**src/sv/prc_pkg.sv**
```systemverilog
`timescale 1ns / 1ps
`default_nettype none

package prc_pkg;

    // Default grid coordinate width
    localparam int COORD_BITS_DEF = 16;

    // Result queue depth; one item may push two beats
    localparam int OUT_DEPTH = 4;

    // Push request from the point stage into the result queue
    typedef struct packed {
        logic first;   // corner beat, last = 0
        logic second;  // final point of the path, last = 1
    } prc_push_t;

endpackage

`default_nettype wire

```
**src/sv/prc_collinear.sv**
```systemverilog
`timescale 1ns / 1ps
`default_nettype none

module prc_collinear #(
    parameter int COORD_BITS = prc_pkg::COORD_BITS_DEF
) (
    input  wire logic [COORD_BITS-1:0] anchor_x,
    input  wire logic [COORD_BITS-1:0] anchor_y,
    input  wire logic [COORD_BITS-1:0] pending_x,
    input  wire logic [COORD_BITS-1:0] pending_y,
    input  wire logic [COORD_BITS-1:0] point_x,
    input  wire logic [COORD_BITS-1:0] point_y,
    output logic                       collinear
);
    import prc_pkg::*;

    localparam int DW = COORD_BITS + 1;
    localparam int PW = 2 * DW;

    logic signed [DW-1:0] d1x, d1y, d2x, d2y;
    logic signed [PW-1:0] p1, p2;

    // Direction vectors from the anchor, one sign bit wider than a coordinate
    assign d1x = $signed({1'b0, pending_x}) - $signed({1'b0, anchor_x});
    assign d1y = $signed({1'b0, pending_y}) - $signed({1'b0, anchor_y});
    assign d2x = $signed({1'b0, point_x}) - $signed({1'b0, anchor_x});
    assign d2y = $signed({1'b0, point_y}) - $signed({1'b0, anchor_y});

    // Exact cross product test: d1 x d2 == 0
    assign p1 = PW'(d1x) * PW'(d2y);
    assign p2 = PW'(d1y) * PW'(d2x);

    assign collinear = (p1 == p2);

endmodule

`default_nettype wire

```
**src/sv/prc_out_fifo.sv**
```systemverilog
`timescale 1ns / 1ps
`default_nettype none

module prc_out_fifo #(
    parameter int COORD_BITS = prc_pkg::COORD_BITS_DEF,
    parameter int DEPTH      = prc_pkg::OUT_DEPTH
) (
    input  wire logic                  aclk,
    input  wire logic                  aresetn,
    input  wire prc_pkg::prc_push_t    push,
    input  wire logic [COORD_BITS-1:0] first_x,
    input  wire logic [COORD_BITS-1:0] first_y,
    input  wire logic [COORD_BITS-1:0] second_x,
    input  wire logic [COORD_BITS-1:0] second_y,
    output logic                       room,
    output logic                       out_valid,
    input  wire logic                  out_ready,
    output logic [COORD_BITS-1:0]      out_x,
    output logic [COORD_BITS-1:0]      out_y,
    output logic                       out_last
);
    import prc_pkg::*;

    localparam int PTR_BITS = $clog2(DEPTH);
    localparam int CNT_BITS = PTR_BITS + 1;

    logic [COORD_BITS-1:0] mem_x [DEPTH];
    logic [COORD_BITS-1:0] mem_y [DEPTH];
    logic                  mem_last [DEPTH];

    logic [PTR_BITS-1:0] wr_ptr_reg, wr_ptr_next, second_ptr;
    logic [PTR_BITS-1:0] rd_ptr_reg, rd_ptr_next;
    logic [CNT_BITS-1:0] count_reg, count_next;
    logic [CNT_BITS-1:0] push_cnt;
    logic                pop;

    assign pop        = out_valid && out_ready;
    assign push_cnt   = CNT_BITS'(push.first) + CNT_BITS'(push.second);
    assign second_ptr = wr_ptr_reg + PTR_BITS'(push.first);

    assign wr_ptr_next = wr_ptr_reg + push_cnt[PTR_BITS-1:0];
    assign rd_ptr_next = rd_ptr_reg + PTR_BITS'(pop);
    assign count_next  = count_reg + push_cnt - CNT_BITS'(pop);

    // Room for a full two-beat push
    assign room      = (count_reg <= CNT_BITS'(DEPTH - 2));
    assign out_valid = (count_reg != '0);
    assign out_x     = mem_x[rd_ptr_reg];
    assign out_y     = mem_y[rd_ptr_reg];
    assign out_last  = mem_last[rd_ptr_reg];

    always_ff @(posedge aclk) begin
        if (!aresetn) begin
            wr_ptr_reg <= '0;
            rd_ptr_reg <= '0;
            count_reg  <= '0;
        end else begin
            wr_ptr_reg <= wr_ptr_next;
            rd_ptr_reg <= rd_ptr_next;
            count_reg  <= count_next;
        end
    end

    always_ff @(posedge aclk) begin
        if (push.first) begin
            mem_x[wr_ptr_reg]    <= first_x;
            mem_y[wr_ptr_reg]    <= first_y;
            mem_last[wr_ptr_reg] <= 1'b0;
        end
        if (push.second) begin
            mem_x[second_ptr]    <= second_x;
            mem_y[second_ptr]    <= second_y;
            mem_last[second_ptr] <= 1'b1;
        end
    end

    a_count_bound: assert property (@(posedge aclk) disable iff (!aresetn)
        count_reg <= CNT_BITS'(DEPTH))
        else $error("result queue overfilled");

    a_push_room: assert property (@(posedge aclk) disable iff (!aresetn)
        (push.first || push.second) |-> room)
        else $error("push without room");

    a_pop_only: assert property (@(posedge aclk) disable iff (!aresetn)
        (pop && !push.first && !push.second) |=> count_reg == $past(count_reg) - 1'b1)
        else $error("count did not drop on pop");

endmodule

`default_nettype wire

```
**src/sv/path_collinear_point_reducer.sv**
```systemverilog
`timescale 1ns / 1ps
`default_nettype none

// Channel | ports                                  | beat
// --------+----------------------------------------+--------------------------------
// input   | s_valid s_ready s_point_x/_y s_path_end | one path point
// result  | m_valid m_ready m_out_x/_y m_out_last   | one kept corner, last on final
//
// A point is captured in the input register, then it is tested against
// the anchor/pending pair (two cross-product multiplies and a compare)
// and zero, one or two result beats go into a 4-entry queue.
// With m_ready high, sustained rate is one point per cycle; a point that ends
// a path with a corner makes two beats, which drain at one per cycle through
// the queue. The point stage waits while the queue has fewer than two free
// entries. aresetn is synchronous, active low; it empties the input register
// and queue and starts a new path.
module path_collinear_point_reducer #(
    parameter int COORD_BITS = prc_pkg::COORD_BITS_DEF
) (
    input  wire logic                  aclk,
    input  wire logic                  aresetn,
    input  wire logic                  s_valid,
    output logic                       s_ready,
    input  wire logic [COORD_BITS-1:0] s_point_x,
    input  wire logic [COORD_BITS-1:0] s_point_y,
    input  wire logic                  s_path_end,
    output logic                       m_valid,
    input  wire logic                  m_ready,
    output logic [COORD_BITS-1:0]      m_out_x,
    output logic [COORD_BITS-1:0]      m_out_y,
    output logic                       m_out_last
);
    import prc_pkg::*;

    // Points seen on the current path, saturating at a straight run
    typedef enum logic [1:0] {
        SEEN_NONE,
        SEEN_ONE,
        SEEN_RUN
    } seen_t;

    seen_t seen_reg, seen_next;

    // Input register
    logic                  in_valid_reg;
    logic [COORD_BITS-1:0] in_x_reg, in_y_reg;
    logic                  in_end_reg;

    // Last emitted corner and end of the current straight run
    logic [COORD_BITS-1:0] anchor_x_reg, anchor_y_reg, anchor_x_next, anchor_y_next;
    logic [COORD_BITS-1:0] pending_x_reg, pending_y_reg, pending_x_next, pending_y_next;

    prc_push_t             push;
    logic [COORD_BITS-1:0] first_x, first_y;
    logic                  room;
    logic                  fire;
    logic                  collinear;

    assign fire    = in_valid_reg && room;
    assign s_ready = !in_valid_reg || fire;

    always_ff @(posedge aclk) begin
        if (!aresetn) begin
            in_valid_reg <= 1'b0;
        end else if (s_valid && s_ready) begin
            in_valid_reg <= 1'b1;
        end else if (fire) begin
            in_valid_reg <= 1'b0;
        end
        if (s_valid && s_ready) begin
            in_x_reg   <= s_point_x;
            in_y_reg   <= s_point_y;
            in_end_reg <= s_path_end;
        end
    end

    prc_collinear #(
        .COORD_BITS(COORD_BITS)
    ) u_collinear (
        .anchor_x (anchor_x_reg),
        .anchor_y (anchor_y_reg),
        .pending_x(pending_x_reg),
        .pending_y(pending_y_reg),
        .point_x  (in_x_reg),
        .point_y  (in_y_reg),
        .collinear(collinear)
    );

    always_comb begin
        seen_next      = seen_reg;
        anchor_x_next  = anchor_x_reg;
        anchor_y_next  = anchor_y_reg;
        pending_x_next = pending_x_reg;
        pending_y_next = pending_y_reg;
        push           = '0;
        first_x        = pending_x_reg;
        first_y        = pending_y_reg;
        if (fire) begin
            unique case (seen_reg)
                SEEN_NONE: begin
                    // First point only becomes the anchor
                    anchor_x_next = in_x_reg;
                    anchor_y_next = in_y_reg;
                    seen_next     = in_end_reg ? SEEN_NONE : SEEN_ONE;
                end
                SEEN_ONE: begin
                    push.first     = 1'b1;
                    first_x        = anchor_x_reg;
                    first_y        = anchor_y_reg;
                    pending_x_next = in_x_reg;
                    pending_y_next = in_y_reg;
                    seen_next      = SEEN_RUN;
                end
                SEEN_RUN: begin
                    if (!collinear) begin
                        // Corner: pending goes out and anchors the next run
                        push.first    = 1'b1;
                        anchor_x_next = pending_x_reg;
                        anchor_y_next = pending_y_reg;
                    end
                    pending_x_next = in_x_reg;
                    pending_y_next = in_y_reg;
                end
                default: begin
                    seen_next = SEEN_NONE;
                end
            endcase
            // Path end flushes the final point (if the path had two or more)
            if (in_end_reg) begin
                seen_next = SEEN_NONE;
                if (seen_reg != SEEN_NONE) begin
                    push.second = 1'b1;
                end
            end
        end
    end

    always_ff @(posedge aclk) begin
        if (!aresetn) begin
            seen_reg <= SEEN_NONE;
        end else begin
            seen_reg <= seen_next;
        end
        anchor_x_reg  <= anchor_x_next;
        anchor_y_reg  <= anchor_y_next;
        pending_x_reg <= pending_x_next;
        pending_y_reg <= pending_y_next;
    end

    prc_out_fifo #(
        .COORD_BITS(COORD_BITS),
        .DEPTH     (OUT_DEPTH)
    ) u_out_fifo (
        .aclk     (aclk),
        .aresetn  (aresetn),
        .push     (push),
        .first_x  (first_x),
        .first_y  (first_y),
        .second_x (in_x_reg),
        .second_y (in_y_reg),
        .room     (room),
        .out_valid(m_valid),
        .out_ready(m_ready),
        .out_x    (m_out_x),
        .out_y    (m_out_y),
        .out_last (m_out_last)
    );

    a_end_restarts: assert property (@(posedge aclk) disable iff (!aresetn)
        (fire && in_end_reg) |=> seen_reg == SEEN_NONE)
        else $error("path end did not restart the path");

    a_first_silent: assert property (@(posedge aclk) disable iff (!aresetn)
        (seen_reg == SEEN_NONE) |-> (!push.first && !push.second))
        else $error("beat pushed on first point of a path");

    a_hold_stall: assert property (@(posedge aclk) disable iff (!aresetn)
        (in_valid_reg && !room) |-> !s_ready)
        else $error("input taken while point stage stalled");

endmodule

`default_nettype wire

```
**config.mk**
```make
export PLATFORM = sky130hd
export DESIGN_NAME = path_collinear_point_reducer
export DESIGN_NICKNAME = d
export VERILOG_FILES = /design/src/sv/prc_pkg.sv /design/src/sv/prc_collinear.sv /design/src/sv/prc_out_fifo.sv /design/src/sv/path_collinear_point_reducer.sv
export SDC_FILE = /design/constraint.sdc
export NUM_CORES = 2
export LEC_CHECK = 0
export BUFFER_PORTS_ARGS = -buffer_cell sky130_fd_sc_hd__buf_4
export CORE_ASPECT_RATIO = 2
export CORE_UTILIZATION = 26
export DETAILED_ROUTE_END_ITERATION = 10
export GPL_TIMING_DRIVEN = 0
export SYNTH_ARGS = -nofsm -noshare
export SYNTH_HDL_FRONTEND = slang
export SYNTH_SLANG_ARGS = --single-unit
```
**constraint.sdc**
```tcl
create_clock -name aclk -period 17.4 [get_ports aclk]
set_input_delay 0.87 -clock aclk [delete_from_list [all_inputs] [get_ports aclk]]
set_output_delay 0.87 -clock aclk [all_outputs]
set_load 0.01 [all_outputs]
```
==> run_summary.xml <==
<?xml version="1.0" encoding="UTF-8"?>
<metrics>
  <group name="clock_tree">
    <metric name="clkLatencyLatePin" unit="ps">530</metric>
    <metric name="cts_setup_buffers" unit="">0</metric>
    <metric name="clk_pin_slew" unit="ps">80</metric>
    <metric name="number_of_buffers_created_by_cts" unit="">18</metric>
    <metric name="cts.repair.resized" unit="">0</metric>
    <metric name="clk_path_buf_depth" unit="">3</metric>
    <metric name="cts.hold.buffers_added" unit="">0</metric>
    <metric name="cts_sinks" unit="">239</metric>
    <metric name="cts_root_buf" unit="">clkbuf_16</metric>
    <metric name="htree_levels" unit="">1</metric>
    <metric name="cts_tree" unit="">yes</metric>
  </group>
  <group name="detailed_routing">
    <metric name="drc" unit="">0</metric>
    <metric name="detail_route.first_pass.iterations" unit="">5</metric>
    <metric name="post_drt_wl_per_cell" unit="µm">23.0</metric>
    <metric name="ant_nets" unit="">0</metric>
    <metric name="vias_per_cell" unit="">4.82</metric>
    <metric name="finalWirelength" unit="µm">123000</metric>
    <metric name="detailedRoute.firstIterationViolations" unit="">1169</metric>
    <metric name="dr_total_vias" unit="">25800</metric>
  </group>
  <group name="global_routing">
    <metric name="grt_start_max_net_pins" unit="">34</metric>
    <metric name="globalRoute.totalOverflow" unit="">0</metric>
    <metric name="grt_first_pass_wirelength" unit="µm">182000</metric>
    <metric name="grt_use_total" unit="%">18.5</metric>
    <metric name="first_global_vias" unit="">28800</metric>
    <metric name="grt_antenna_before_repair" unit="">0</metric>
  </group>
  <group name="sta">
    <metric name="final_min_period_over_clock_period" unit="%">90.5</metric>
    <metric name="rsz0062_at_grt" unit="">no</metric>
    <metric name="slew_violations" unit="">22</metric>
    <metric name="worst_margin_pin_slew" unit="ps">1600</metric>
    <metric name="final_period_minus_worst_setup_slack" unit="ps">15740</metric>
    <metric name="max_freq" unit="MHz">63.5</metric>
    <metric name="timing.clock.skew" unit="ps">26.0</metric>
    <metric name="final-hold-violation-count" unit="">0</metric>
    <metric name="slew-limit-headroom" unit="%">-7.19</metric>
    <metric name="tightest_hold_margin" unit="ps">449</metric>
    <metric name="finalSetupViolations" unit="">0</metric>
  </group>
  <group name="logic_synthesis">
    <metric name="synth_enable_flop_cells" unit="">225</metric>
    <metric name="syn_inst" unit="">3512</metric>
    <metric name="synth.distinct_cells" unit="">71</metric>
    <metric name="synth_seq_area_share" unit="%">20.3</metric>
    <metric name="yosys_most_used_dff" unit="">edfxtp_1</metric>
    <metric name="postSynthRegisterBits" unit="">239</metric>
    <metric name="synth_area" unit="µm²">34700</metric>
    <metric name="asyncSetResetFlopFracSynth" unit="%">0</metric>
    <metric name="yosys_warnings" unit="">0</metric>
    <metric name="post_synth.cell_area_avg" unit="µm²">9.89</metric>
    <metric name="postSynthNetCount" unit="">4392</metric>
  </group>
  <group name="finish">
    <metric name="final_common_cell" unit="">fa_1</metric>
    <metric name="syn_to_final_growth" unit="%">10.8</metric>
    <metric name="finalCoreUtilization" unit="%">29.0</metric>
    <metric name="final_nets" unit="">4498</metric>
    <metric name="mostFrequentLayoutCells" unit="">597 x fa_1, 565 x inv_1, 535 x nor2_1, 276 x nand2_1, 246 x ha_1</metric>
    <metric name="post_route_cells_drive_above_1_share" unit="%">7.05</metric>
    <metric name="fill_cell_total_of_the_finished_layout" unit="">13800</metric>
    <metric name="largest_registers" unit="">u_out_fifo.mem_x x64, u_out_fifo.mem_y x64</metric>
    <metric name="number_of_antenna_repair_diodes" unit="">0</metric>
  </group>
  <group name="critical_path">
    <metric name="cpPeakStageDelay" unit="ps">970</metric>
    <metric name="ff2ff_setup_slack" unit="ps">1660</metric>
    <metric name="worst-path-max-fanout" unit="">13</metric>
    <metric name="cpMostUsedCell" unit="">fa_1</metric>
    <metric name="critPathRequiredTime" unit="ps">17680</metric>
    <metric name="timing.rr.end" unit="">u_out_fifo.mem_x[0][7]</metric>
    <metric name="length_in_cells_of_the_worst_reg_to_reg_path" unit="">45</metric>
    <metric name="timing.setup.critical_path_class" unit="">flop to flop</metric>
    <metric name="worst_ep_arrival_time" unit="ps">16020</metric>
    <metric name="worst_setup_path_end_kind" unit="">flop</metric>
    <metric name="crit-reg2reg-launch" unit="">in_y_reg[0]</metric>
    <metric name="worstSetupStartpointType" unit="">flop</metric>
    <metric name="critPathSlowestCell" unit="">xnor2_1</metric>
  </group>
  <group name="run_status">
    <metric name="run_status" unit="">finished with violations</metric>
    <metric name="violations" unit="">capacitance limit, slew limit</metric>
  </group>
  <group name="die">
    <metric name="die_height" unit="µm">519</metric>
    <metric name="full_die_area" unit="µm²">135000</metric>
    <metric name="floorplan.initialDensity" unit="%">26.2</metric>
    <metric name="pin_count" unit="">72</metric>
    <metric name="core_area" unit="µm²">133000</metric>
    <metric name="fp.dieW" unit="µm">260</metric>
    <metric name="num_rows" unit="">189</metric>
  </group>
  <group name="run">
    <metric name="max-cap-violations" unit="">6</metric>
  </group>
  <group name="min_path">
    <metric name="timing.hold.worst.start" unit="">u_out_fifo.mem_last[2]</metric>
    <metric name="min_path_type" unit="">flop to flop</metric>
    <metric name="hold-path-endpoint" unit="">u_out_fifo.mem_last[2]</metric>
    <metric name="whs_path_depth" unit="">2</metric>
  </group>
  <group name="placement">
    <metric name="dpl.hpwl" unit="µm">109000</metric>
    <metric name="gpl.final_weighted_congestion" unit="">1.02</metric>
    <metric name="io_buffer_count" unit="">71</metric>
  </group>
</metrics>
worst max-delay path by stage:
stage               startpoint                endpoint  cells after the start
2_1_floorplan  anchor_x_reg[1]  u_out_fifo.mem_x[2][0]                     42
3_3_place_gp       in_x_reg[2]  u_out_fifo.mem_x[2][7]                     41
3_5_place_dp   anchor_y_reg[1]  u_out_fifo.mem_x[0][7]                     45
4_1_cts        anchor_y_reg[1]  u_out_fifo.mem_x[0][7]                     45
5_1_grt            in_y_reg[0]  u_out_fifo.mem_x[0][7]                     45
6_report           in_y_reg[0]  u_out_fifo.mem_x[0][7]                     45
kinds of logic after synthesis:
kind of cell	share of synthesized area (%)
simple gates	12.4
mux	4.12
buf+inv	7.64
fa+ha+maj	43.3
flops	20.3
compound gates	7.47
xor+xnor	4.87
layout make-up:
| class | instances | area, µm² | area share (%) |
|---|---|---|---|
| inverter | 566 | 2120 | 5.52 |
| clock buffer | 25 | 508 | 1.32 |
| multi-input combinational | 2576 | 25300 | 65.7 |
| sequential | 239 | 7040 | 18.3 |
| timing repair buffer | 86 | 762 | 1.98 |
| clock inverter | 7 | 88.8 | 0.231 |
| tap | 1719 | 2150 | 5.59 |
| buffer | 131 | 531 | 1.38 |
synthesized netlist by cell type (10+ instances only):
cell type    n  area share [%]
a21o_1      29            0.63
a21oi_1    212             3.1
a31oi_1     10            0.18
and2_1      17            0.31
and3_1      10            0.18
buf_1       16            0.17
clkbuf_1   108             1.2
dfxtp_1     14            0.81
edfxtp_1   225              19
fa_1       597              34
ha_1       246             8.9
inv_1      565             6.1
mux2_2      30            0.97
mux2i_1     35             1.0
mux4_2      33             2.1
nand2_1    276             3.0
nand2b_1    56             1.0
nand3_1     37            0.53
nand4_1     15            0.27
nor2_1     536             5.8
nor2b_1     18            0.32
nor3_1      11            0.16
o211ai_1    10            0.22
o21a_1      15            0.32
o21ai_0     56            0.81
o21bai_1    13            0.28
or2_2       26            0.47
xnor2_1    129             3.3
xor2_1      64             1.6
per-layer routing:
metal,vias to the layer above,part of all wire (%),track usage (%)
met5,-,0,0
met4,0,12,17.8
met3,421,2.9,1.53
met2,838,58,37.6
met1,13100,27,14.8
li1,11400,-,-
per-stage QoR:
stage	setup slack [ps]	setup TNS (ps)	cell area (µm²)	instances
6_report	1660	0	38500	5349
5_1_grt	1100	0	38500	5349
4_1_cts	1640	0	38400	5348
3_5_place_dp	1730	0	37800	5316
3_3_place_gp	-440	-27830	37400	5302
2_1_floorplan	5120	0	34700	3512
critical path, delay by kind of cell (launching register included):
| kind | cells | cell delay, ps |
|---|---|---|
| compound gates | 13 | 4690 |
| simple gates | 10 | 2360 |
| buf+inv | 10 | 2820 |
| flops | 1 | 480 |
| fa+ha+maj | 10 | 4000 |
| xor+xnor | 2 | 1110 |
Power is not shown: default switching activity piles up to over one toggle a cycle in this logic, so the estimate is an artifact.
